## src/hw/rtl/ascf_pkg.sv

```systemverilog
// ----------------------------------------------------------------------------
// ascf_pkg - shared types and constants of the start code finder
// Request and response payloads, match result bundle, CSR indexes and codes.
// ----------------------------------------------------------------------------
package ascf_pkg;

   // CSR indexes
   localparam logic CSR_MATCH_MODE = 1'b0;
   localparam logic CSR_MARK_BYTE  = 1'b1;

   // match modes
   localparam logic MODE_ANY  = 1'b0;
   localparam logic MODE_MARK = 1'b1;

   // start code bytes and lengths
   localparam logic [7:0] SC_ZERO = 8'h00;
   localparam logic [7:0] SC_ONE  = 8'h01;
   localparam logic [2:0] SC_LEN3 = 3'd3;
   localparam logic [2:0] SC_LEN4 = 3'd4;
   localparam logic [2:0] SC_NONE = 3'd0;

   // a code counts only if it begins more than this far before the buffer end
   localparam logic [16:0] SC_TAIL_ROOM = 17'd4;

   typedef struct packed {
      logic [7:0]  data_byte;
      logic        first_byte;
      logic        last_byte;
      logic [15:0] buffer_length;
   } req_type;

   typedef struct packed {
      logic        found;
      logic [15:0] sync_position;
      logic [2:0]  sync_length;
   } rsp_type;

   typedef struct packed {
      logic        hit;
      logic [15:0] position;
      logic [2:0]  length;
   } match_type;

endpackage

```

## src/hw/rtl/ascf_detect.sv

```systemverilog
// ----------------------------------------------------------------------------
// ascf_detect - start code pattern match on the current byte
// Checks the newest byte against the four-byte history window and reports
// whether a counted start code ends here, with its position and length.
// ----------------------------------------------------------------------------
module ascf_detect (
   input  logic [7:0]          data_byte,
   input  logic [31:0]         byte_window,
   input  logic [15:0]         byte_index,
   input  logic [15:0]         buffer_length,
   input  logic                match_mode,
   input  logic [7:0]          mark_byte,
   output ascf_pkg::match_type match
);
   import ascf_pkg::*;

   logic [7:0]  b1, b2, b3, b4;
   logic        any_tail, any_long;
   logic        mark_long, mark_short;
   logic        pat;
   logic [15:0] pos;
   logic [2:0]  len;

   assign b1 = byte_window[7:0];
   assign b2 = byte_window[15:8];
   assign b3 = byte_window[23:16];
   assign b4 = byte_window[31:24];

   // plain mode: 00 00 01 ends at the current byte
   assign any_tail = (byte_index >= 16'd2) && (data_byte == SC_ONE) &&
                     (b1 == SC_ZERO) && (b2 == SC_ZERO);
   assign any_long = (byte_index >= 16'd3) && (b3 == SC_ZERO);

   // mark mode: code followed by the mark byte, long form preferred
   assign mark_long  = (byte_index >= 16'd4) && (data_byte == mark_byte) &&
                       (b1 == SC_ONE) && (b2 == SC_ZERO) && (b3 == SC_ZERO) &&
                       (b4 == SC_ZERO);
   assign mark_short = (byte_index >= 16'd3) && (data_byte == mark_byte) &&
                       (b1 == SC_ONE) && (b2 == SC_ZERO) && (b3 == SC_ZERO);

   always_comb begin
      pat = 1'b0;
      pos = '0;
      len = SC_NONE;
      unique case (match_mode)
         MODE_ANY: begin
            pat = any_tail;
            if (any_long) begin
               pos = byte_index - 16'd3;
               len = SC_LEN4;
            end else begin
               pos = byte_index - 16'd2;
               len = SC_LEN3;
            end
         end
         MODE_MARK: begin
            pat = mark_long || mark_short;
            if (mark_long) begin
               pos = byte_index - 16'd4;
               len = SC_LEN4;
            end else begin
               pos = byte_index - 16'd3;
               len = SC_LEN3;
            end
         end
         default: begin
            pat = 1'b0;
         end
      endcase
   end

   assign match.hit      = pat && (({1'b0, pos} + SC_TAIL_ROOM) < {1'b0, buffer_length});
   assign match.position = pos;
   assign match.length   = len;

endmodule

```

## src/hw/rtl/annexb_start_code_finder_unit.sv

```systemverilog
// A request in the input register has any response registered when it advances.
// Throughput: one request per cycle; the input register refills while the
// response register drains, so a stalled response only blocks once both fill.
// At most one response per buffer: the first counted hit, or not-found at last.
// Reset (synchronous, active high) empties both registers, clears the search
// state and returns match_mode and mark_byte to zero.
// ----------------------------------------------------------------------------
// annexb_start_code_finder_unit - Annex B start code finder, top level
// Scans buffer bytes one per request and reports the first start code
// (00 00 01 or 00 00 00 01), optionally followed by a mark byte.
// ----------------------------------------------------------------------------
module annexb_start_code_finder_unit (
   input  logic              clock,
   input  logic              reset,
   // request channel
   input  logic              req_valid,
   output logic              req_ready,
   input  ascf_pkg::req_type req_data,
   // response channel
   output logic              rsp_valid,
   input  logic              rsp_ready,
   output ascf_pkg::rsp_type rsp_data,
   // configuration
   input  logic              csr_wen,
   input  logic              csr_index,
   input  logic [7:0]        csr_wdata
);
   import ascf_pkg::*;

   // configuration registers
   logic        match_mode_ff, match_mode_in;
   logic [7:0]  mark_byte_ff, mark_byte_in;

   // input register
   logic        in_valid_ff, in_valid_in;
   req_type     in_ff, in_in;

   // search state
   logic [31:0] window_ff, window_in;
   logic [15:0] index_ff, index_in;
   logic        done_ff, done_in;

   // response register
   logic        rsp_valid_ff, rsp_valid_in;
   rsp_type     rsp_ff, rsp_in;

   // stage control
   logic        advance;
   logic        rsp_load;
   logic [31:0] eff_window;
   logic [15:0] eff_index;
   logic        eff_done;
   match_type   match;

   // ---- configuration writes ----
   always_comb begin
      match_mode_in = match_mode_ff;
      mark_byte_in  = mark_byte_ff;
      if (csr_wen) begin
         unique case (csr_index)
            CSR_MATCH_MODE: match_mode_in = csr_wdata[0];
            CSR_MARK_BYTE:  mark_byte_in  = csr_wdata;
            default:        match_mode_in = match_mode_ff;
         endcase
      end
   end

   // ---- handshake ----
   // Advance the input register whenever the response slot is free or drains
   // this cycle; accept a new request whenever the input register is empty or moves on.
   assign advance   = in_valid_ff && (!rsp_valid_ff || rsp_ready);
   assign req_ready = !in_valid_ff || advance;

   always_comb begin
      in_valid_in = in_valid_ff;
      in_in       = in_ff;
      if (req_valid && req_ready) begin
         in_valid_in = 1'b1;
         in_in       = req_data;
      end else if (advance) begin
         in_valid_in = 1'b0;
      end
   end

   // ---- search ----
   // First byte of a buffer sees a clean window, index and done flag.
   assign eff_window = in_ff.first_byte ? '0   : window_ff;
   assign eff_index  = in_ff.first_byte ? '0   : index_ff;
   assign eff_done   = in_ff.first_byte ? 1'b0 : done_ff;

   ascf_detect u_detect (
      .data_byte     (in_ff.data_byte),
      .byte_window   (eff_window),
      .byte_index    (eff_index),
      .buffer_length (in_ff.buffer_length),
      .match_mode    (match_mode_ff),
      .mark_byte     (mark_byte_ff),
      .match         (match)
   );

   // A request issues a response on a hit, or on the last byte without one.
   assign rsp_load = advance && !eff_done && (match.hit || in_ff.last_byte);

   always_comb begin
      window_in = window_ff;
      index_in  = index_ff;
      done_in   = done_ff;
      // once done, hold everything until the next first byte
      if (advance && !eff_done) begin
         window_in = {eff_window[23:0], in_ff.data_byte};
         index_in  = (eff_index == 16'hFFFF) ? eff_index : eff_index + 16'd1;
         done_in   = match.hit || in_ff.last_byte;
      end
   end

   // ---- response register ----
   always_comb begin
      rsp_valid_in = rsp_valid_ff;
      rsp_in       = rsp_ff;
      if (rsp_load) begin
         rsp_valid_in = 1'b1;
         if (match.hit) begin
            rsp_in.found         = 1'b1;
            rsp_in.sync_position = match.position;
            rsp_in.sync_length   = match.length;
         end else begin
            rsp_in.found         = 1'b0;
            rsp_in.sync_position = '0;
            rsp_in.sync_length   = SC_NONE;
         end
      end else if (rsp_ready) begin
         rsp_valid_in = 1'b0;
      end
   end

   assign rsp_valid = rsp_valid_ff;
   assign rsp_data  = rsp_ff;

   // ---- registers ----
   always_ff @(posedge clock) begin
      if (reset) begin
         match_mode_ff <= MODE_ANY;
         mark_byte_ff  <= '0;
         in_valid_ff   <= 1'b0;
         window_ff     <= '0;
         index_ff      <= '0;
         done_ff       <= 1'b0;
         rsp_valid_ff  <= 1'b0;
      end else begin
         match_mode_ff <= match_mode_in;
         mark_byte_ff  <= mark_byte_in;
         in_valid_ff   <= in_valid_in;
         window_ff     <= window_in;
         index_ff      <= index_in;
         done_ff       <= done_in;
         rsp_valid_ff  <= rsp_valid_in;
      end
   end

   // payload registers need no reset
   always_ff @(posedge clock) begin
      in_ff  <= in_in;
      rsp_ff <= rsp_in;
   end

   // ---- checks ----
`ifndef SYNTHESIS
   // a not-found response carries zero position and length
   a_notfound_zero: assert property (@(posedge clock) disable iff (reset)
      rsp_valid_ff && !rsp_ff.found |-> rsp_ff.sync_position == 16'd0 &&
                                        rsp_ff.sync_length == SC_NONE)
      else $error("not-found response with nonzero position or length");

   // a hit reports a three- or four-byte code
   a_found_len: assert property (@(posedge clock) disable iff (reset)
      rsp_valid_ff && rsp_ff.found |-> rsp_ff.sync_length == SC_LEN3 ||
                                       rsp_ff.sync_length == SC_LEN4)
      else $error("hit response with bad start code length");

   // issuing a response closes the search for this buffer
   a_done_after_rsp: assert property (@(posedge clock) disable iff (reset)
      rsp_load |=> done_ff)
      else $error("search left open after a response");

   // a waiting response is never overwritten
   a_rsp_hold: assert property (@(posedge clock) disable iff (reset)
      rsp_valid_ff && !rsp_ready |=> rsp_valid_ff && $stable(rsp_ff))
      else $error("pending response lost or changed");
`endif

endmodule
```

## config.mk

```make
export PLATFORM = sky130hd
export DESIGN_NAME = annexb_start_code_finder_unit
export DESIGN_NICKNAME = d
export VERILOG_FILES = /design/src/hw/rtl/ascf_pkg.sv /design/src/hw/rtl/ascf_detect.sv /design/src/hw/rtl/annexb_start_code_finder_unit.sv
export SDC_FILE = /design/constraint.sdc
export NUM_CORES = 1
export LEC_CHECK = 0
export BUFFER_PORTS_ARGS = -buffer_cell sky130_fd_sc_hd__buf_2
export CORE_ASPECT_RATIO = 1.1
export CORE_UTILIZATION = 54
export DETAILED_ROUTE_END_ITERATION = 16
export HOLD_SLACK_MARGIN = 0.12
export PLACE_DENSITY = 0.77
export SYNTH_ARGS = -nofsm -noshare
export SYNTH_HDL_FRONTEND = slang
export SYNTH_SLANG_ARGS = --single-unit
```

## constraint.sdc

```tcl
create_clock -name clock -period 5.6 [get_ports clock]
set_input_delay 1.4 -clock clock [delete_from_list [all_inputs] [get_ports clock]]
set_output_delay 1.4 -clock clock [all_outputs]
set_load 0.02 [all_outputs]
```

==> metrics.txt <==
# TYPE chip_impl_metric gauge
chip_impl_metric{name="hold_ws",unit="ns"} 0.468
chip_impl_metric{name="cap_violations",unit=""} 0
chip_impl_metric{name="global_route.usage.total",unit="%"} 27.7
chip_impl_metric{name="synth_async_sr_flop_share",unit="%"} 0
chip_impl_metric{name="hold_viol",unit=""} 0
chip_impl_info{name="clk_root_buffer_cell",value="sky130_fd_sc_hd__clkbuf_16"} 1
chip_impl_metric{name="fp-row-count",unit=""} 41
chip_impl_metric{name="grt_first_pass_wirelength",unit="um"} 26300
chip_impl_metric{name="power.share.combinational",unit="%"} 12.5
chip_impl_metric{name="remaining_drc_errors",unit=""} 0
chip_impl_metric{name="total_switching_power",unit="mW"} 0.448
chip_impl_metric{name="synthToLayoutAreaGrowth",unit="%"} 13.5
chip_impl_metric{name="die_area",unit="um^2"} 12200
chip_impl_info{name="cp_common_cell",value="sky130_fd_sc_hd__buf_4"} 1
chip_impl_metric{name="synth_edf_count",unit=""} 45
chip_impl_info{name="critical_path.top_delay_family",value="compound AO/OA/AOI/OAI gates"} 1
chip_impl_metric{name="drtPass1Iterations",unit=""} 5
chip_impl_metric{name="finalNetCount",unit=""} 857
chip_impl_metric{name="drt-vias-per-instance",unit=""} 6.01
chip_impl_info{name="startpoint_type",value="flop"} 1
chip_impl_metric{name="post-route-cell-area",unit="um^2"} 7210
chip_impl_metric{name="grt.overflow.total",unit=""} 0
chip_impl_metric{name="synth_seq_area_share",unit="%"} 40.2
chip_impl_metric{name="power.leakage",unit="nW"} 2.97
chip_impl_info{name="reg2reg_from",value="in_ff[17]"} 1
chip_impl_metric{name="first_global_vias",unit=""} 5334
chip_impl_metric{name="ys.warnings.count",unit=""} 0
chip_impl_info{name="synthTopCellsByCount",value="sky130_fd_sc_hd__nor2_1, sky130_fd_sc_hd__a21oi_1, sky130_fd_sc_hd__nand2_1, sky130_fd_sc_hd__dfxtp_1, sky130_fd_sc_hd__edfxtp_1"} 1
chip_impl_metric{name="io_pins",unit=""} 62
chip_impl_info{name="postSynth.topFlopCell",value="sky130_fd_sc_hd__dfxtp_1"} 1
chip_impl_metric{name="holdBufCountCts",unit=""} 0
chip_impl_metric{name="port_buffers",unit=""} 61
chip_impl_metric{name="synth_top_area_share",unit="%"} 21.3
chip_impl_metric{name="worst_setup_hold_path_clk_slew",unit="ns"} 0.08
chip_impl_info{name="worstHoldStart",value="mark_byte_ff[4]"} 1
chip_impl_metric{name="die_w",unit="um"} 105
chip_impl_metric{name="detail_route.wl_per_cell",unit="um"} 17.7
chip_impl_metric{name="worst-path-buf-inv",unit=""} 6
chip_impl_metric{name="seq_power_share",unit="%"} 50.0
chip_impl_metric{name="numCtsBuffers",unit=""} 9
chip_impl_metric{name="total_length_of_routed_wires",unit="um"} 16800
chip_impl_metric{name="antenna_cells",unit=""} 0
chip_impl_metric{name="period_needed",unit="ns"} 5.45
chip_impl_metric{name="place.detailed.hpwl",unit="um"} 12300
chip_impl_metric{name="number_of_h_tree_branching_levels",unit=""} 3
chip_impl_info{name="post-synth-top-count-cell",value="sky130_fd_sc_hd__nor2_1"} 1
chip_impl_metric{name="timing.final.max_slew_violations",unit=""} 0
chip_impl_metric{name="clock_power_share",unit="%"} 37.5
chip_impl_info{name="tritoncts_clock_tree",value="built"} 1
chip_impl_metric{name="r2r_slack",unit="ns"} 0.15
chip_impl_metric{name="slew_headroom",unit="%"} 25.0
chip_impl_metric{name="r2r_cells",unit=""} 24
chip_impl_metric{name="fmax",unit="MHz"} 184
chip_impl_metric{name="syn_nets",unit=""} 798
chip_impl_metric{name="vias",unit=""} 5699
chip_impl_metric{name="sinks_on_clock_net",unit=""} 105
chip_impl_metric{name="finalCritPeriodShare",unit="%"} 97.3
chip_impl_metric{name="placedInstanceArea",unit="um^2"} 6860
chip_impl_info{name="crit_path_end_kind",value="flop"} 1
chip_impl_info{name="worstSetupPathType",value="flop to flop"} 1
chip_impl_metric{name="grt_max_degree",unit=""} 61
chip_impl_metric{name="place_congestion",unit=""} 0.956
chip_impl_metric{name="clock_path_buffers",unit=""} 2
chip_impl_info{name="endpoint_of_the_lowest_slack_register_to_register_path",value="rsp_data[16]"} 1
chip_impl_metric{name="antenna_violating_nets_post_route",unit=""} 0
chip_impl_info{name="min-delay-path-class",value="flop to flop"} 1
chip_impl_metric{name="finClkSkew",unit="ns"} 0.0129
chip_impl_info{name="synth_top_cells_by_area",value="sky130_fd_sc_hd__edfxtp_1, sky130_fd_sc_hd__dfxtp_1, sky130_fd_sc_hd__a21oi_1"} 1
chip_impl_metric{name="design.core.area",unit="um^2"} 11500
chip_impl_info{name="cells_along_the_critical_path",value="buf_4 -> nor2b_1 -> ha_1 -> a21boi_1 -> and2_1 -> a21oi_2 -> buf_4 -> a21oi_1 -> o311a_1 -> a31oi_1 -> buf_4 -> nand4b_4 -> xor2_1 -> ha_1 -> a21o_1 -> a21oi_1 -> o21ai_0 -> inv_1 -> o2111ai_1 -> a31oi_2 -> o211ai_1 -> buf_4 -> nand2_2 -> buf_4"} 1
chip_impl_metric{name="internal_power",unit="mW"} 1.22
chip_impl_metric{name="power.switching_fraction",unit="%"} 26.8
chip_impl_metric{name="power_density",unit="nW/um^2"} 232
chip_impl_metric{name="postSynthCellCount",unit=""} 734
chip_impl_metric{name="path_max_fanout",unit=""} 12
chip_impl_metric{name="max_stage_delay",unit="ns"} 0.51
chip_impl_metric{name="final_layout_size_suffix_gt1_share",unit="%"} 17.8
chip_impl_metric{name="clock_insertion_delay_worst_skew",unit="ns"} 0.36
chip_impl_metric{name="floorplan.initialDensity",unit="%"} 55.3
chip_impl_metric{name="worstHoldPathCells",unit=""} 2
chip_impl_info{name="holdPathEnd",value="mark_byte_ff[4]"} 1
chip_impl_metric{name="setup_violations",unit=""} 0
chip_impl_metric{name="antenna_found_initial",unit=""} 0
chip_impl_metric{name="synth_cell_type_count",unit=""} 71
chip_impl_metric{name="netlist_area",unit="um^2"} 6360
chip_impl_metric{name="critPathRequiredTime",unit="ns"} 5.67
chip_impl_metric{name="drt-initial-drc-count",unit=""} 428
chip_impl_info{name="status",value="completed"} 1
chip_impl_metric{name="dieHeight",unit="um"} 116
chip_impl_metric{name="synth.ff_latch_count",unit=""} 105
chip_impl_info{name="critical_path.slowest_cell",value="sky130_fd_sc_hd__edfxtp_1"} 1
chip_impl_metric{name="final_util",unit="%"} 62.8
chip_impl_metric{name="worst_margin_slew",unit="ns"} 1.12
chip_impl_metric{name="cp.arrival",unit="ns"} 5.52
chip_impl_metric{name="syn_avg_cell_area",unit="um^2"} 8.66
chip_impl_metric{name="ir_worst_vdd",unit="V"} 0.000196
chip_impl_info{name="synth_area_leader_cell",value="sky130_fd_sc_hd__edfxtp_1"} 1
worst max path at each step:
stage / start / end / slack [ns] / depth (start not counted)
after floorplan: in_ff[17] / rsp_data[10] / 0.11 / 26
after global placement: index_ff[3] / rsp_data[1] / 0.30 / 22
after detailed placement: in_ff[17] / rsp_data[19] / 0.17 / 22
after CTS: in_ff[17] / rsp_data[14] / 0.14 / 22
after global routing: in_ff[17] / rsp_data[3] / -0.07 / 24
final: in_ff[17] / rsp_data[16] / 0.15 / 24
power groups by stage:
stage | Combinational (mW) | Clock (mW) | Sequential (mW)
2_1_floorplan | 0.135 | 0 | 0.855
6_report | 0.209 | 0.627 | 0.836
4_1_cts | 0.202 | 0.635 | 0.836
3_5_place_dp | 0.200 | 0 | 0.853
3_3_place_gp | 0.193 | 0 | 0.852
5_1_grt | 0.228 | 0.661 | 0.838
placed cells by master (no fill, tap or decap), types with 22 or more instances in the layout:
master                     instances
sky130_fd_sc_hd__buf_4            30
sky130_fd_sc_hd__xor2_1           22
sky130_fd_sc_hd__nor2_1           92
sky130_fd_sc_hd__dfxtp_1          60
sky130_fd_sc_hd__buf_2            61
sky130_fd_sc_hd__a21oi_1          69
sky130_fd_sc_hd__inv_1            32
sky130_fd_sc_hd__nand3_1          25
sky130_fd_sc_hd__nand2_1          61
sky130_fd_sc_hd__and3_1           31
sky130_fd_sc_hd__edfxtp_1         45
sky130_fd_sc_hd__ha_1             24
cell families after synthesis:
kind of cell	after synthesis	synth area share (%)
muxes	9	1.46
and+or+nand+nor	302	24.8
xor gates and xnor gates	40	5.51
buffers and inverters	80	5.16
adders and majority gates	24	4.72
AOI/OAI and AO/OA	174	18.2
DFF	105	40.2
worst reg2reg max path: stages (launching register included):
cell and delay (ns):
sky130_fd_sc_hd__edfxtp_1 0.51, sky130_fd_sc_hd__buf_4 0.22, sky130_fd_sc_hd__nor2b_1 0.24, sky130_fd_sc_hd__ha_1 0.24, sky130_fd_sc_hd__a21boi_1 0.10, sky130_fd_sc_hd__and2_1 0.19
sky130_fd_sc_hd__a21oi_2 0.24, sky130_fd_sc_hd__buf_4 0.24, sky130_fd_sc_hd__a21oi_1 0.14, sky130_fd_sc_hd__o311a_1 0.37, sky130_fd_sc_hd__a31oi_1 0.24, sky130_fd_sc_hd__buf_4 0.20
sky130_fd_sc_hd__nand4b_4 0.21, sky130_fd_sc_hd__xor2_1 0.23, sky130_fd_sc_hd__ha_1 0.33, sky130_fd_sc_hd__a21o_1 0.16, sky130_fd_sc_hd__a21oi_1 0.13, sky130_fd_sc_hd__o21ai_0 0.12
sky130_fd_sc_hd__inv_1 0.11, sky130_fd_sc_hd__o2111ai_1 0.13, sky130_fd_sc_hd__a31oi_2 0.27, sky130_fd_sc_hd__o211ai_1 0.13, sky130_fd_sc_hd__buf_4 0.20, sky130_fd_sc_hd__nand2_2 0.07
sky130_fd_sc_hd__buf_4 0.15
area by class of cell:
type,count,area (um^2)
clock inverters,6,58.8
flip-flops and latches,105,2550
multi-input cells,551,3510
clock buffers,10,239
inverters,35,131
well taps,150,188
fillers,1020,4280
repair buffers,91,531
through the flow:
step / instances / TNS [ns] / total power [mW] / setup WS, ns
6_report: 948 / 0 / 1.67 / 0.153
5_1_grt: 948 / -0.667 / 1.73 / -0.0721
4_1_cts: 943 / 0 / 1.67 / 0.143
3_5_place_dp: 927 / 0 / 1.05 / 0.169
3_3_place_gp: 927 / 0 / 1.05 / 0.301
2_1_floorplan: 734 / 0 / 0.990 / 0.115
state kept, by name (all words and copies together), names as in the netlist:
name / count
done_ff: 1
in_ff: 26
in_valid_ff: 1
index_ff: 16
mark_byte_ff: 8
match_mode_ff: 1
rsp_data: 19
rsp_valid: 1
window_ff: 32
metal layers:
| layer | global-route usage (%) | routed length [um] | part of all wire (%) |
|---|---|---|---|
| met5 | 0 | 0 | 0 |
| met3 | 4.56 | 1010 | 6.0 |
| met2 | 46.2 | 7880 | 47 |
| met4 | 11.5 | 473 | 2.8 |
| met1 | 35.9 | 7430 | 44 |
what timing repair did:
action | CTS | global route
setup endpoints to repair | 0 | 22
hold endpoints to repair | 0 | 0
buffers inserted | 0 | 3
resized for setup | 0 | 6
(Power assumes the default switching activity.)
